[src/design/tdlr_pkg.sv]
// ============================================================================
// Tilt direction LED ring - shared package
// Widths, register indexes, the arctangent table and the pipeline word types.
// ============================================================================
package tdlr_pkg;

    // Ring geometry
    localparam int RING_LEDS  = 16;
    localparam int SECTOR_W   = $clog2(RING_LEDS);
    localparam int RING_CNT_W = $clog2(RING_LEDS + 1);
    localparam int MASK_W     = 16;

    // Field and register widths
    localparam int ANGLE_W    = 13;
    localparam int THR_W      = 12;
    localparam int SPREAD_W   = 5;
    localparam int CFG_DATA_W = THR_W;
    localparam int REG_IDX_W  = 1;

    // Sum of squares of two signed angles, and the squared threshold
    localparam int SQ_W       = 2 * ANGLE_W - 1;
    localparam int SUM_W      = 2 * ANGLE_W;
    localparam int THR_SQ_W   = 2 * THR_W;
    localparam logic [THR_SQ_W-1:0] THR_SQ_RESET = THR_SQ_W'(80 * 80);
    localparam logic [THR_W-1:0]    THR_RESET    = THR_W'(80);
    localparam logic [SPREAD_W-1:0] SPREAD_RESET = SPREAD_W'(3);

    // Rotation datapath
    localparam int SCALE_W         = 16;
    localparam int VEC_W           = 32;
    localparam int PHI_W           = 16;
    localparam int CORDIC_STEPS    = 14;
    localparam int STEPS_PER_STAGE = 2;
    localparam int CORDIC_STAGES   = (CORDIC_STEPS + STEPS_PER_STAGE - 1) / STEPS_PER_STAGE;
    localparam logic [PHI_W-1:0] PHI_HALF_TURN = 16'h8000;
    localparam logic [PHI_W-1:0] PHI_ZERO_VEC  = 16'hC000;

    // Sector and mask arithmetic
    localparam int PROD_W = PHI_W + RING_CNT_W + 1;
    localparam int DIST_W = (SECTOR_W + 1 > SPREAD_W + 1) ? SECTOR_W + 1 : SPREAD_W + 1;

    // Stream word widths
    localparam int S_TDATA_W = ((2 * ANGLE_W + 7) / 8) * 8;
    localparam int M_TDATA_W = ((MASK_W + 1 + 7) / 8) * 8;

    // Register indexes
    localparam logic [REG_IDX_W-1:0] REG_FLAT_THRESHOLD = 1'd0;
    localparam logic [REG_IDX_W-1:0] REG_SPREAD_COUNT   = 1'd1;

    typedef struct packed {
        logic signed [VEC_W-1:0] u;
        logic signed [VEC_W-1:0] w;
        logic [PHI_W-1:0]        z;
    } tdlr_vec_t;

    typedef struct packed {
        logic flat;
        logic zero;
    } tdlr_tag_t;

    // atan(2^-i) in binary angle units, 65536 to the turn.
    function automatic logic [PHI_W-1:0] atan_turn(input int i);
        logic [PHI_W-1:0] r;
        case (i)
            0:       r = 16'd8192;
            1:       r = 16'd4836;
            2:       r = 16'd2555;
            3:       r = 16'd1297;
            4:       r = 16'd651;
            5:       r = 16'd326;
            6:       r = 16'd163;
            7:       r = 16'd81;
            8:       r = 16'd41;
            9:       r = 16'd20;
            10:      r = 16'd10;
            11:      r = 16'd5;
            12:      r = 16'd3;
            13:      r = 16'd1;
            default: r = '0;
        endcase
        return r;
    endfunction

endpackage

[src/design/tdlr_front.sv]
// ============================================================================
// Tilt direction LED ring - front stage
// Pre-rotates the tilt vector into the right half-plane, scales it for the
// rotation pipeline and squares both angles for the flat test.
// ============================================================================
module tdlr_front import tdlr_pkg::*; (
    input  logic                      aclk,
    input  logic                      aresetn,
    input  logic                      en,
    input  logic                      valid_in,
    input  logic signed [ANGLE_W-1:0] roll,
    input  logic signed [ANGLE_W-1:0] pitch,
    output logic                      valid_out,
    output tdlr_vec_t                 vec_out,
    output logic                      zero_out,
    output logic [SQ_W-1:0]           sq_roll,
    output logic [SQ_W-1:0]           sq_pitch
);

    logic signed [ANGLE_W:0]     roll_x;
    logic signed [ANGLE_W:0]     pitch_x;
    logic signed [ANGLE_W:0]     u0;
    logic signed [ANGLE_W:0]     w0;
    logic signed [2*ANGLE_W-1:0] roll_prod;
    logic signed [2*ANGLE_W-1:0] pitch_prod;
    tdlr_vec_t                   vec_next;

    logic                        valid_reg;
    tdlr_vec_t                   vec_reg;
    logic                        zero_reg;
    logic [SQ_W-1:0]             sq_roll_reg;
    logic [SQ_W-1:0]             sq_pitch_reg;

    // The direction is measured from the pitch axis towards minus roll.
    always_comb begin
        roll_x     = {roll[ANGLE_W-1], roll};
        pitch_x    = {pitch[ANGLE_W-1], pitch};
        roll_prod  = roll * roll;
        pitch_prod = pitch * pitch;
        if (pitch[ANGLE_W-1]) begin
            u0         = -pitch_x;
            w0         = roll_x;
            vec_next.z = PHI_HALF_TURN;
        end else begin
            u0         = pitch_x;
            w0         = -roll_x;
            vec_next.z = '0;
        end
        vec_next.u = {{(VEC_W-ANGLE_W-1-SCALE_W){u0[ANGLE_W]}}, u0, {SCALE_W{1'b0}}};
        vec_next.w = {{(VEC_W-ANGLE_W-1-SCALE_W){w0[ANGLE_W]}}, w0, {SCALE_W{1'b0}}};
    end

    always_ff @(posedge aclk) begin
        if (!aresetn) begin
            valid_reg <= 1'b0;
        end else if (en) begin
            valid_reg <= valid_in;
        end
    end

    always_ff @(posedge aclk) begin
        if (en) begin
            vec_reg      <= vec_next;
            zero_reg     <= (roll == '0) && (pitch == '0);
            sq_roll_reg  <= roll_prod[SQ_W-1:0];
            sq_pitch_reg <= pitch_prod[SQ_W-1:0];
        end
    end

    assign valid_out = valid_reg;
    assign vec_out   = vec_reg;
    assign zero_out  = zero_reg;
    assign sq_roll   = sq_roll_reg;
    assign sq_pitch  = sq_pitch_reg;

    // A pre-rotated vector never points into the left half-plane.
    assert property (@(posedge aclk) disable iff (!aresetn)
        valid_reg |-> !vec_reg.u[VEC_W-1])
        else $error("front: pre-rotated vector has negative x");

    assert property (@(posedge aclk) disable iff (!aresetn)
        (valid_in && en) |=> valid_reg)
        else $error("front: accepted word did not enter the pipeline");

    assert property (@(posedge aclk) disable iff (!aresetn)
        !en |=> $stable(valid_reg))
        else $error("front: valid changed during a stall");

endmodule

[src/design/tdlr_cordic.sv]
// ============================================================================
// Tilt direction LED ring - vectoring rotation pipeline
// Drives the vector onto the x axis, two micro-rotations per register stage,
// accumulating the binary angle. Flags travel alongside the vector.
// ============================================================================
module tdlr_cordic import tdlr_pkg::*; (
    input  logic      aclk,
    input  logic      aresetn,
    input  logic      en,
    input  logic      valid_in,
    input  tdlr_vec_t vec_in,
    input  tdlr_tag_t tag_in,
    output logic      valid_out,
    output tdlr_vec_t vec_out,
    output tdlr_tag_t tag_out
);

    function automatic tdlr_vec_t cordic_iter(input tdlr_vec_t v, input int i);
        tdlr_vec_t               r;
        logic signed [VEC_W-1:0] su;
        logic signed [VEC_W-1:0] sw;
        su = v.u;
        sw = v.w;
        if (!sw[VEC_W-1]) begin
            r.u = su + (sw >>> i);
            r.w = sw - (su >>> i);
            r.z = v.z + atan_turn(i);
        end else begin
            r.u = su - (sw >>> i);
            r.w = sw + (su >>> i);
            r.z = v.z - atan_turn(i);
        end
        return r;
    endfunction

    logic      valid_reg [CORDIC_STAGES];
    tdlr_vec_t vec_reg   [CORDIC_STAGES];
    tdlr_tag_t tag_reg   [CORDIC_STAGES];

    for (genvar s = 0; s < CORDIC_STAGES; s++) begin : g_stage
        logic      v_valid;
        tdlr_vec_t v_in;
        tdlr_tag_t t_in;
        tdlr_vec_t v_next;

        if (s == 0) begin : g_first
            assign v_valid = valid_in;
            assign v_in    = vec_in;
            assign t_in    = tag_in;
        end else begin : g_rest
            assign v_valid = valid_reg[s-1];
            assign v_in    = vec_reg[s-1];
            assign t_in    = tag_reg[s-1];
        end

        always_comb begin
            v_next = v_in;
            for (int k = 0; k < STEPS_PER_STAGE; k++) begin
                if (s * STEPS_PER_STAGE + k < CORDIC_STEPS) begin
                    v_next = cordic_iter(v_next, s * STEPS_PER_STAGE + k);
                end
            end
        end

        always_ff @(posedge aclk) begin
            if (!aresetn) begin
                valid_reg[s] <= 1'b0;
            end else if (en) begin
                valid_reg[s] <= v_valid;
            end
        end

        always_ff @(posedge aclk) begin
            if (en) begin
                vec_reg[s] <= v_next;
                tag_reg[s] <= t_in;
            end
        end
    end

    assign valid_out = valid_reg[CORDIC_STAGES-1];
    assign vec_out   = vec_reg[CORDIC_STAGES-1];
    assign tag_out   = tag_reg[CORDIC_STAGES-1];

    // Starting in the right half-plane, x only grows, so it stays non-negative.
    assert property (@(posedge aclk) disable iff (!aresetn)
        valid_out |-> !vec_out.u[VEC_W-1])
        else $error("cordic: x went negative");

    assert property (@(posedge aclk) disable iff (!aresetn)
        (en && valid_reg[0]) |=> valid_reg[1])
        else $error("cordic: word lost between stages");

    assert property (@(posedge aclk) disable iff (!aresetn)
        !en |=> $stable(valid_out))
        else $error("cordic: output valid changed during a stall");

endmodule

[src/design/tdlr_sector_mask.sv]
// ============================================================================
// Tilt direction LED ring - sector and LED mask stages
// Rounds the angle to a ring sector, then lights the run of LEDs around it.
// The second stage is the output register of the block.
// ============================================================================
module tdlr_sector_mask import tdlr_pkg::*; (
    input  logic                aclk,
    input  logic                aresetn,
    input  logic                en,
    input  logic                valid_in,
    input  logic [PHI_W-1:0]    z_in,
    input  tdlr_tag_t           tag_in,
    input  logic [SPREAD_W-1:0] spread_count,
    output logic                valid_out,
    output logic [MASK_W-1:0]   ring_mask,
    output logic                center_on
);

    logic [PHI_W-1:0]      phi;
    logic [PROD_W-1:0]     prod;
    logic [RING_CNT_W:0]   sec_raw;
    logic [SECTOR_W-1:0]   sector_next;

    logic                  sec_valid_reg;
    logic [SECTOR_W-1:0]   sector_reg;
    logic                  flat_reg;

    logic [SPREAD_W-2:0]   half_spread;
    logic [DIST_W-1:0]     run_last;
    logic [DIST_W-1:0]     start;
    logic [DIST_W-1:0]     span_pos;
    logic                  all_on;
    logic [MASK_W-1:0]     mask_next;

    logic                  out_valid_reg;
    logic [MASK_W-1:0]     mask_reg;
    logic                  center_reg;

    // Round half up to the nearest sector; a full turn wraps to sector zero.
    always_comb begin
        phi         = tag_in.zero ? PHI_ZERO_VEC : z_in;
        prod        = PROD_W'(phi) * PROD_W'(RING_LEDS) + PROD_W'(PHI_HALF_TURN);
        sec_raw     = prod[PROD_W-1:PHI_W];
        sector_next = (sec_raw == (RING_CNT_W+1)'(RING_LEDS)) ? '0 : sec_raw[SECTOR_W-1:0];
    end

    always_ff @(posedge aclk) begin
        if (!aresetn) begin
            sec_valid_reg <= 1'b0;
        end else if (en) begin
            sec_valid_reg <= valid_in;
        end
    end

    always_ff @(posedge aclk) begin
        if (en) begin
            sector_reg <= sector_next;
            flat_reg   <= tag_in.flat;
        end
    end

    // Each LED is lit when its distance past the run start is within 2k.
    always_comb begin
        half_spread = spread_count[SPREAD_W-1:1];
        run_last    = DIST_W'({half_spread, 1'b0});
        all_on      = (run_last + DIST_W'(1)) >= DIST_W'(RING_LEDS);
        if (DIST_W'(sector_reg) >= DIST_W'(half_spread)) begin
            start = DIST_W'(sector_reg) - DIST_W'(half_spread);
        end else begin
            start = DIST_W'(sector_reg) + DIST_W'(RING_LEDS) - DIST_W'(half_spread);
        end
        span_pos  = '0;
        mask_next = '0;
        for (int j = 0; j < MASK_W; j++) begin
            if (j < RING_LEDS) begin
                span_pos = DIST_W'(j) + DIST_W'(RING_LEDS) - start;
                if (span_pos >= DIST_W'(RING_LEDS)) begin
                    span_pos = span_pos - DIST_W'(RING_LEDS);
                end
                mask_next[j] = !flat_reg && (all_on || (span_pos <= run_last));
            end
        end
    end

    always_ff @(posedge aclk) begin
        if (!aresetn) begin
            out_valid_reg <= 1'b0;
        end else if (en) begin
            out_valid_reg <= sec_valid_reg;
        end
    end

    always_ff @(posedge aclk) begin
        if (en) begin
            mask_reg   <= mask_next;
            center_reg <= flat_reg;
        end
    end

    assign valid_out = out_valid_reg;
    assign ring_mask = mask_reg;
    assign center_on = center_reg;

    assert property (@(posedge aclk) disable iff (!aresetn)
        (en && sec_valid_reg) |=> out_valid_reg)
        else $error("sector_mask: word lost before the output register");

    assert property (@(posedge aclk) disable iff (!aresetn)
        (en && sec_valid_reg && !flat_reg && RING_LEDS <= MASK_W)
            |=> mask_reg[$past(sector_reg)])
        else $error("sector_mask: centre sector LED not lit");

    assert property (@(posedge aclk) disable iff (!aresetn)
        (en && sec_valid_reg && flat_reg) |=> (mask_reg == '0) && center_reg)
        else $error("sector_mask: flat word lit the ring");

endmodule

[src/design/tilt_direction_led_ring_top.sv]
// ============================================================================
// Tilt direction LED ring - top level
// An accepted input word passes through the front stage, 7 rotation stages of
// two micro-rotations each, the sector stage and the output register to m_tvalid.
// Throughput: one word per cycle; a word waiting at the output with m_tready
// low freezes the whole pipeline.
// Reset (synchronous, aresetn low) clears all valid bits and loads the
// register defaults: flat threshold 80, spread count 3.
// ============================================================================
module tilt_direction_led_ring_top import tdlr_pkg::*; (
    input  logic                  aclk,
    input  logic                  aresetn,
    // Configuration write port
    input  logic                  cfg_wr_en,
    input  logic [REG_IDX_W-1:0]  cfg_addr,
    input  logic [CFG_DATA_W-1:0] cfg_wr_data,
    // Input stream
    input  logic                  s_tvalid,
    output logic                  s_tready,
    input  logic [S_TDATA_W-1:0]  s_tdata,   // [12:0] roll_angle, [25:13] pitch_angle
    // Result stream
    output logic                  m_tvalid,
    input  logic                  m_tready,
    output logic [M_TDATA_W-1:0]  m_tdata    // [15:0] ring_mask, [16] center_on
);

    logic [THR_W-1:0]    flat_threshold_reg;
    logic [SPREAD_W-1:0] spread_count_reg;
    logic [THR_SQ_W-1:0] thr_sq_reg;

    logic                en;
    logic                front_valid;
    tdlr_vec_t           front_vec;
    logic                front_zero;
    logic [SQ_W-1:0]     sq_roll;
    logic [SQ_W-1:0]     sq_pitch;
    logic [SUM_W-1:0]    mag_sq;
    tdlr_tag_t           front_tag;

    logic                rot_valid;
    tdlr_vec_t           rot_vec;
    tdlr_tag_t           rot_tag;

    logic                out_valid;
    logic [MASK_W-1:0]   ring_mask;
    logic                center_on;

    always_ff @(posedge aclk) begin
        if (!aresetn) begin
            flat_threshold_reg <= THR_RESET;
            spread_count_reg   <= SPREAD_RESET;
            thr_sq_reg         <= THR_SQ_RESET;
        end else begin
            thr_sq_reg <= THR_SQ_W'(flat_threshold_reg) * THR_SQ_W'(flat_threshold_reg);
            if (cfg_wr_en) begin
                unique case (cfg_addr)
                    REG_FLAT_THRESHOLD: flat_threshold_reg <= cfg_wr_data[THR_W-1:0];
                    REG_SPREAD_COUNT:   spread_count_reg   <= cfg_wr_data[SPREAD_W-1:0];
                endcase
            end
        end
    end

    // The output register is the only place a stall can come from.
    assign en       = !out_valid || m_tready;
    assign s_tready = en;

    tdlr_front u_front (
        .aclk      (aclk),
        .aresetn   (aresetn),
        .en        (en),
        .valid_in  (s_tvalid),
        .roll      (s_tdata[ANGLE_W-1:0]),
        .pitch     (s_tdata[2*ANGLE_W-1:ANGLE_W]),
        .valid_out (front_valid),
        .vec_out   (front_vec),
        .zero_out  (front_zero),
        .sq_roll   (sq_roll),
        .sq_pitch  (sq_pitch)
    );

    // Flat when the squared magnitude is below the squared threshold.
    always_comb begin
        mag_sq         = SUM_W'(sq_roll) + SUM_W'(sq_pitch);
        front_tag.flat = mag_sq < SUM_W'(thr_sq_reg);
        front_tag.zero = front_zero;
    end

    tdlr_cordic u_cordic (
        .aclk      (aclk),
        .aresetn   (aresetn),
        .en        (en),
        .valid_in  (front_valid),
        .vec_in    (front_vec),
        .tag_in    (front_tag),
        .valid_out (rot_valid),
        .vec_out   (rot_vec),
        .tag_out   (rot_tag)
    );

    tdlr_sector_mask u_sector_mask (
        .aclk         (aclk),
        .aresetn      (aresetn),
        .en           (en),
        .valid_in     (rot_valid),
        .z_in         (rot_vec.z),
        .tag_in       (rot_tag),
        .spread_count (spread_count_reg),
        .valid_out    (out_valid),
        .ring_mask    (ring_mask),
        .center_on    (center_on)
    );

    assign m_tvalid = out_valid;
    assign m_tdata  = {{(M_TDATA_W-MASK_W-1){1'b0}}, center_on, ring_mask};

    assert property (@(posedge aclk) disable iff (!aresetn)
        !s_tready |-> m_tvalid)
        else $error("top: input stalled with no word waiting at the output");

    assert property (@(posedge aclk) disable iff (!aresetn)
        (m_tvalid && center_on) |-> (ring_mask == '0))
        else $error("top: centre LED and ring lit together");

    assert property (@(posedge aclk) disable iff (!aresetn)
        (m_tvalid && !center_on && RING_LEDS <= MASK_W) |-> (ring_mask != '0))
        else $error("top: tilted word lit no ring LED");

endmodule
[config.mk]
export PLATFORM = sky130hd
export DESIGN_NAME = tilt_direction_led_ring_top
export DESIGN_NICKNAME = d
export VERILOG_FILES = /design/src/design/tdlr_pkg.sv /design/src/design/tdlr_front.sv /design/src/design/tdlr_cordic.sv /design/src/design/tdlr_sector_mask.sv /design/src/design/tilt_direction_led_ring_top.sv
export SDC_FILE = /design/constraint.sdc
export NUM_CORES = 2
export LEC_CHECK = 0
export ABC_AREA = 0
export BUFFER_PORTS_ARGS = -buffer_cell sky130_fd_sc_hd__buf_2
export CORE_MARGIN = 4
export CORE_UTILIZATION = 34
export DETAILED_ROUTE_END_ITERATION = 10
export PLACE_DENSITY = 0.48
export SLEW_MARGIN = 10
export SYNTH_ARGS = -nofsm -noshare
export SYNTH_HDL_FRONTEND = slang
export SYNTH_SLANG_ARGS = --single-unit
[constraint.sdc]
create_clock -name aclk -period 23.2 [get_ports aclk]
set_clock_uncertainty 0.15 [all_clocks]
set_input_delay 2.32 -clock aclk [delete_from_list [all_inputs] [get_ports aclk]]
set_output_delay 2.32 -clock aclk [all_outputs]
set_load 0.05 [all_outputs]
==> qor.json <==
{
  "synthesis": {
    "syn_avg_cell_area_um2": 8.60,
    "simple_logic_cell_fraction_of_the_synthesized_area": 0.163,
    "ys_seq_elements": 562,
    "synth_xor_xnor_area_share": 0.126,
    "synth_top_area_cell": "sky130_fd_sc_hd__edfxtp_1",
    "number_of_enable_type_register_cells_in_the_synthesized_netlist": 519,
    "seq_area_frac_synth": 0.195,
    "post-synth-top-area-fraction": 0.185,
    "synth_mux_area_frac": 0.00557,
    "postSynth.asyncResetShare": 0,
    "yosysUniqueCellTypes": 109,
    "most_common_cell_in_the_netlist": "sky130_fd_sc_hd__ha_1",
    "largest_cells_by_area_after_synthesis": "sky130_fd_sc_hd__edfxtp_1 19%, sky130_fd_sc_hd__ha_1 17%, sky130_fd_sc_hd__fa_1 9.2%",
    "ys_top_cells_by_count": "1172 x sky130_fd_sc_hd__ha_1, 863 x sky130_fd_sc_hd__inv_1, 816 x sky130_fd_sc_hd__xnor2_1",
    "yosys_warnings": 0,
    "synth_cells": 9793,
    "synthAdderAreaFrac": 0.266,
    "synth_top_family_by_area": "adder cells",
    "synth_area_in_compound_gates": 0.193,
    "ys_dominant_reg_cell": "sky130_fd_sc_hd__edfxtp_1",
    "syn_area_mm2": 0.0842
  },
  "run_status": {
    "run_status": "complete, no violations"
  },
  "grt": {
    "grt_overflow": 0,
    "grt_first_pass_wirelength_um": 376000,
    "antenna_found_initial": 6,
    "grt_pass1_vias": 69325,
    "grt.total_usage": 0.179,
    "grt_start_max_net_pins": 132
  },
  "place": {
    "post-place-ws_ns": 12.81,
    "numPortBuffers": 62,
    "place_congestion": 0.874,
    "place.detailed.hpwl_um": 193000
  },
  "sta": {
    "min_period_ns": 10.44,
    "fin_setup_tns_ns": 0,
    "slew_violations": 0,
    "fmaxAchievable_mhz": 95.8,
    "relSlewSlack": 0.233,
    "min_period_over_period": 0.450,
    "grt_setup_unrepaired": "false",
    "final-setup-viol-count": 0,
    "timing_hold_violations_final": 0,
    "tightest_slew_ns": 1.12,
    "postLayoutSetupSlackWorst_ns": 12.76
  },
  "route": {
    "drtAntennaViolNets": 0,
    "firstDrtPassIters": 6,
    "route.vias.total": 68969,
    "route.detailed.vias_per_inst": 5.26,
    "finalWirelength_um": 234000,
    "drt_first_iter_violations": 3761,
    "drc": 0,
    "route.detailed.wl_per_inst_um": 17.8
  },
  "die": {
    "die-area_mm2": 0.256,
    "floorplan.io_pins": 76,
    "placementRows": 182,
    "die_height_um": 506,
    "initial_utilization": 0.342,
    "core_area_mm2": 0.246,
    "dieWidth_um": 506
  },
  "clocking": {
    "cts_buffers": 75,
    "tritoncts_clock_tree": "done",
    "cts_sinks": 562,
    "ctsHoldBuffers": 0,
    "clock_latency_ns": 0.72,
    "cts.reportedPaths.clkPinSlew_ns": 0.06,
    "post_cts_setup_bufs": 0,
    "clock_tree.root_cell": "sky130_fd_sc_hd__clkbuf_16",
    "cts-resized-gates": 0,
    "cts.path.max_buffers": 3,
    "htree_num_levels": 3
  },
  "flow_run": {
    "timing.max_cap.violations": 0
  },
  "setup_path": {
    "timing.critical_path.slowest_stage_cell": "sky130_fd_sc_hd__nor3b_1",
    "timing.critical_path.buf_inv": 3,
    "worstPathMaxFanout": 41,
    "critical_path_arrival_ns": 10.72,
    "critPathLaunchType": "flip-flop",
    "endpoint_kind": "flip-flop",
    "critical_path.top_delay_family": "compound AO/OA/AOI/OAI gates",
    "timing.critical_path.required_ns": 23.48,
    "critPathMaxStageDelay_ns": 0.58,
    "critical_path_class": "flip-flop to flip-flop"
  },
  "finish": {
    "fillers": 25200,
    "layout-drive-gt1-share": 0.0390,
    "area_delta_synth_final_pct": 7.67,
    "largest_reg_flops": 401,
    "design.final.nets": 11358
  },
  "worst_hold_path": {
    "hold_class": "flip-flop to flip-flop"
  }
}
stage by stage:
| stage | utilization | std cells | hold slack [ns] | cell area (µm²) |
|---|---|---|---|---|
| 6_report | 0.368 | 13121 | 0.267 | 90700 |
| 5_1_grt | 0.368 | 13121 | 0.276 | 90700 |
| 4_1_cts | 0.368 | 13119 | 0.269 | 90700 |
| 3_5_place_dp | 0.358 | 12983 | 0.255 | 88200 |
| 3_3_place_gp | 0.358 | 12983 | 0.253 | 88200 |
| 2_1_floorplan | - | 9800 | 0.250 | 84300 |
area by class of cell:
type,instances,area [µm²],share of cell area
antenna,2,5.00,0.0000552
clock buffer,82,1910,0.0211
sequential,562,16400,0.181
clock inverter,54,604,0.00666
multi-input combinational,8124,63600,0.701
timing repair buffer,109,676,0.00745
inverter,876,3300,0.0363
tap,3312,4140,0.0457
path summary, 6_finish.rpt:
kind,startpoint,endpoint,slack (ns),depth (start not counted)
worst max-delay path,u_cordic.vec_reg[3][59],u_cordic.vec_reg[4][79],12.76,34
worst max register to register,u_cordic.vec_reg[3][59],u_cordic.vec_reg[4][79],12.76,34
worst min register to register,u_cordic.tag_reg[6][1],u_sector_mask.flat_reg,0.27,0
worst min-delay path,u_cordic.tag_reg[6][1],u_sector_mask.flat_reg,0.27,0
layer usage:
layer	track usage	wire length (µm)	up-vias
met1	0.233	108000	32998
met2	0.318	114000	988
met4	0.0499	6040	2
met3	0.0136	6120	275
li1	-	-	34706
met5	0	7	-
kinds of logic after synthesis:
family	count (synthesis)
adders and majority gates	1560
xor gates and xnor gates	1209
DFF	562
other	1
buffers and inverters	1114
muxes	43
and+or+nand+nor	2757
AOI/OAI and AO/OA	2547
cell usage in the layout (no fill, tap or decap), types with 62 or more instances in the layout:
master / n
sky130_fd_sc_hd__and2_1: 194
sky130_fd_sc_hd__clkbuf_16: 75
sky130_fd_sc_hd__nor2b_1: 149
sky130_fd_sc_hd__nor4_1: 68
sky130_fd_sc_hd__nor2_1: 772
sky130_fd_sc_hd__edfxtp_1: 519
sky130_fd_sc_hd__a21boi_0: 72
sky130_fd_sc_hd__nor3_1: 265
sky130_fd_sc_hd__ha_1: 1172
sky130_fd_sc_hd__xnor2_1: 814
sky130_fd_sc_hd__a21o_1: 305
sky130_fd_sc_hd__buf_2: 62
sky130_fd_sc_hd__nand3_1: 156
sky130_fd_sc_hd__nand4_1: 68
sky130_fd_sc_hd__fa_1: 388
sky130_fd_sc_hd__xor2_1: 388
sky130_fd_sc_hd__or3_1: 85
sky130_fd_sc_hd__a211oi_1: 65
sky130_fd_sc_hd__nand2_1: 576
sky130_fd_sc_hd__inv_1: 863
sky130_fd_sc_hd__a21oi_1: 801
sky130_fd_sc_hd__o21bai_1: 100
sky130_fd_sc_hd__o21a_1: 140
sky130_fd_sc_hd__nand2b_1: 129
sky130_fd_sc_hd__o21ai_0: 478
sky130_fd_sc_hd__and3_1: 82
sky130_fd_sc_hd__a31oi_1: 104
Power is left out: the tool's default activity adds up to more than one toggle a clock period on the data nets, which glitch-free logic cannot reach.
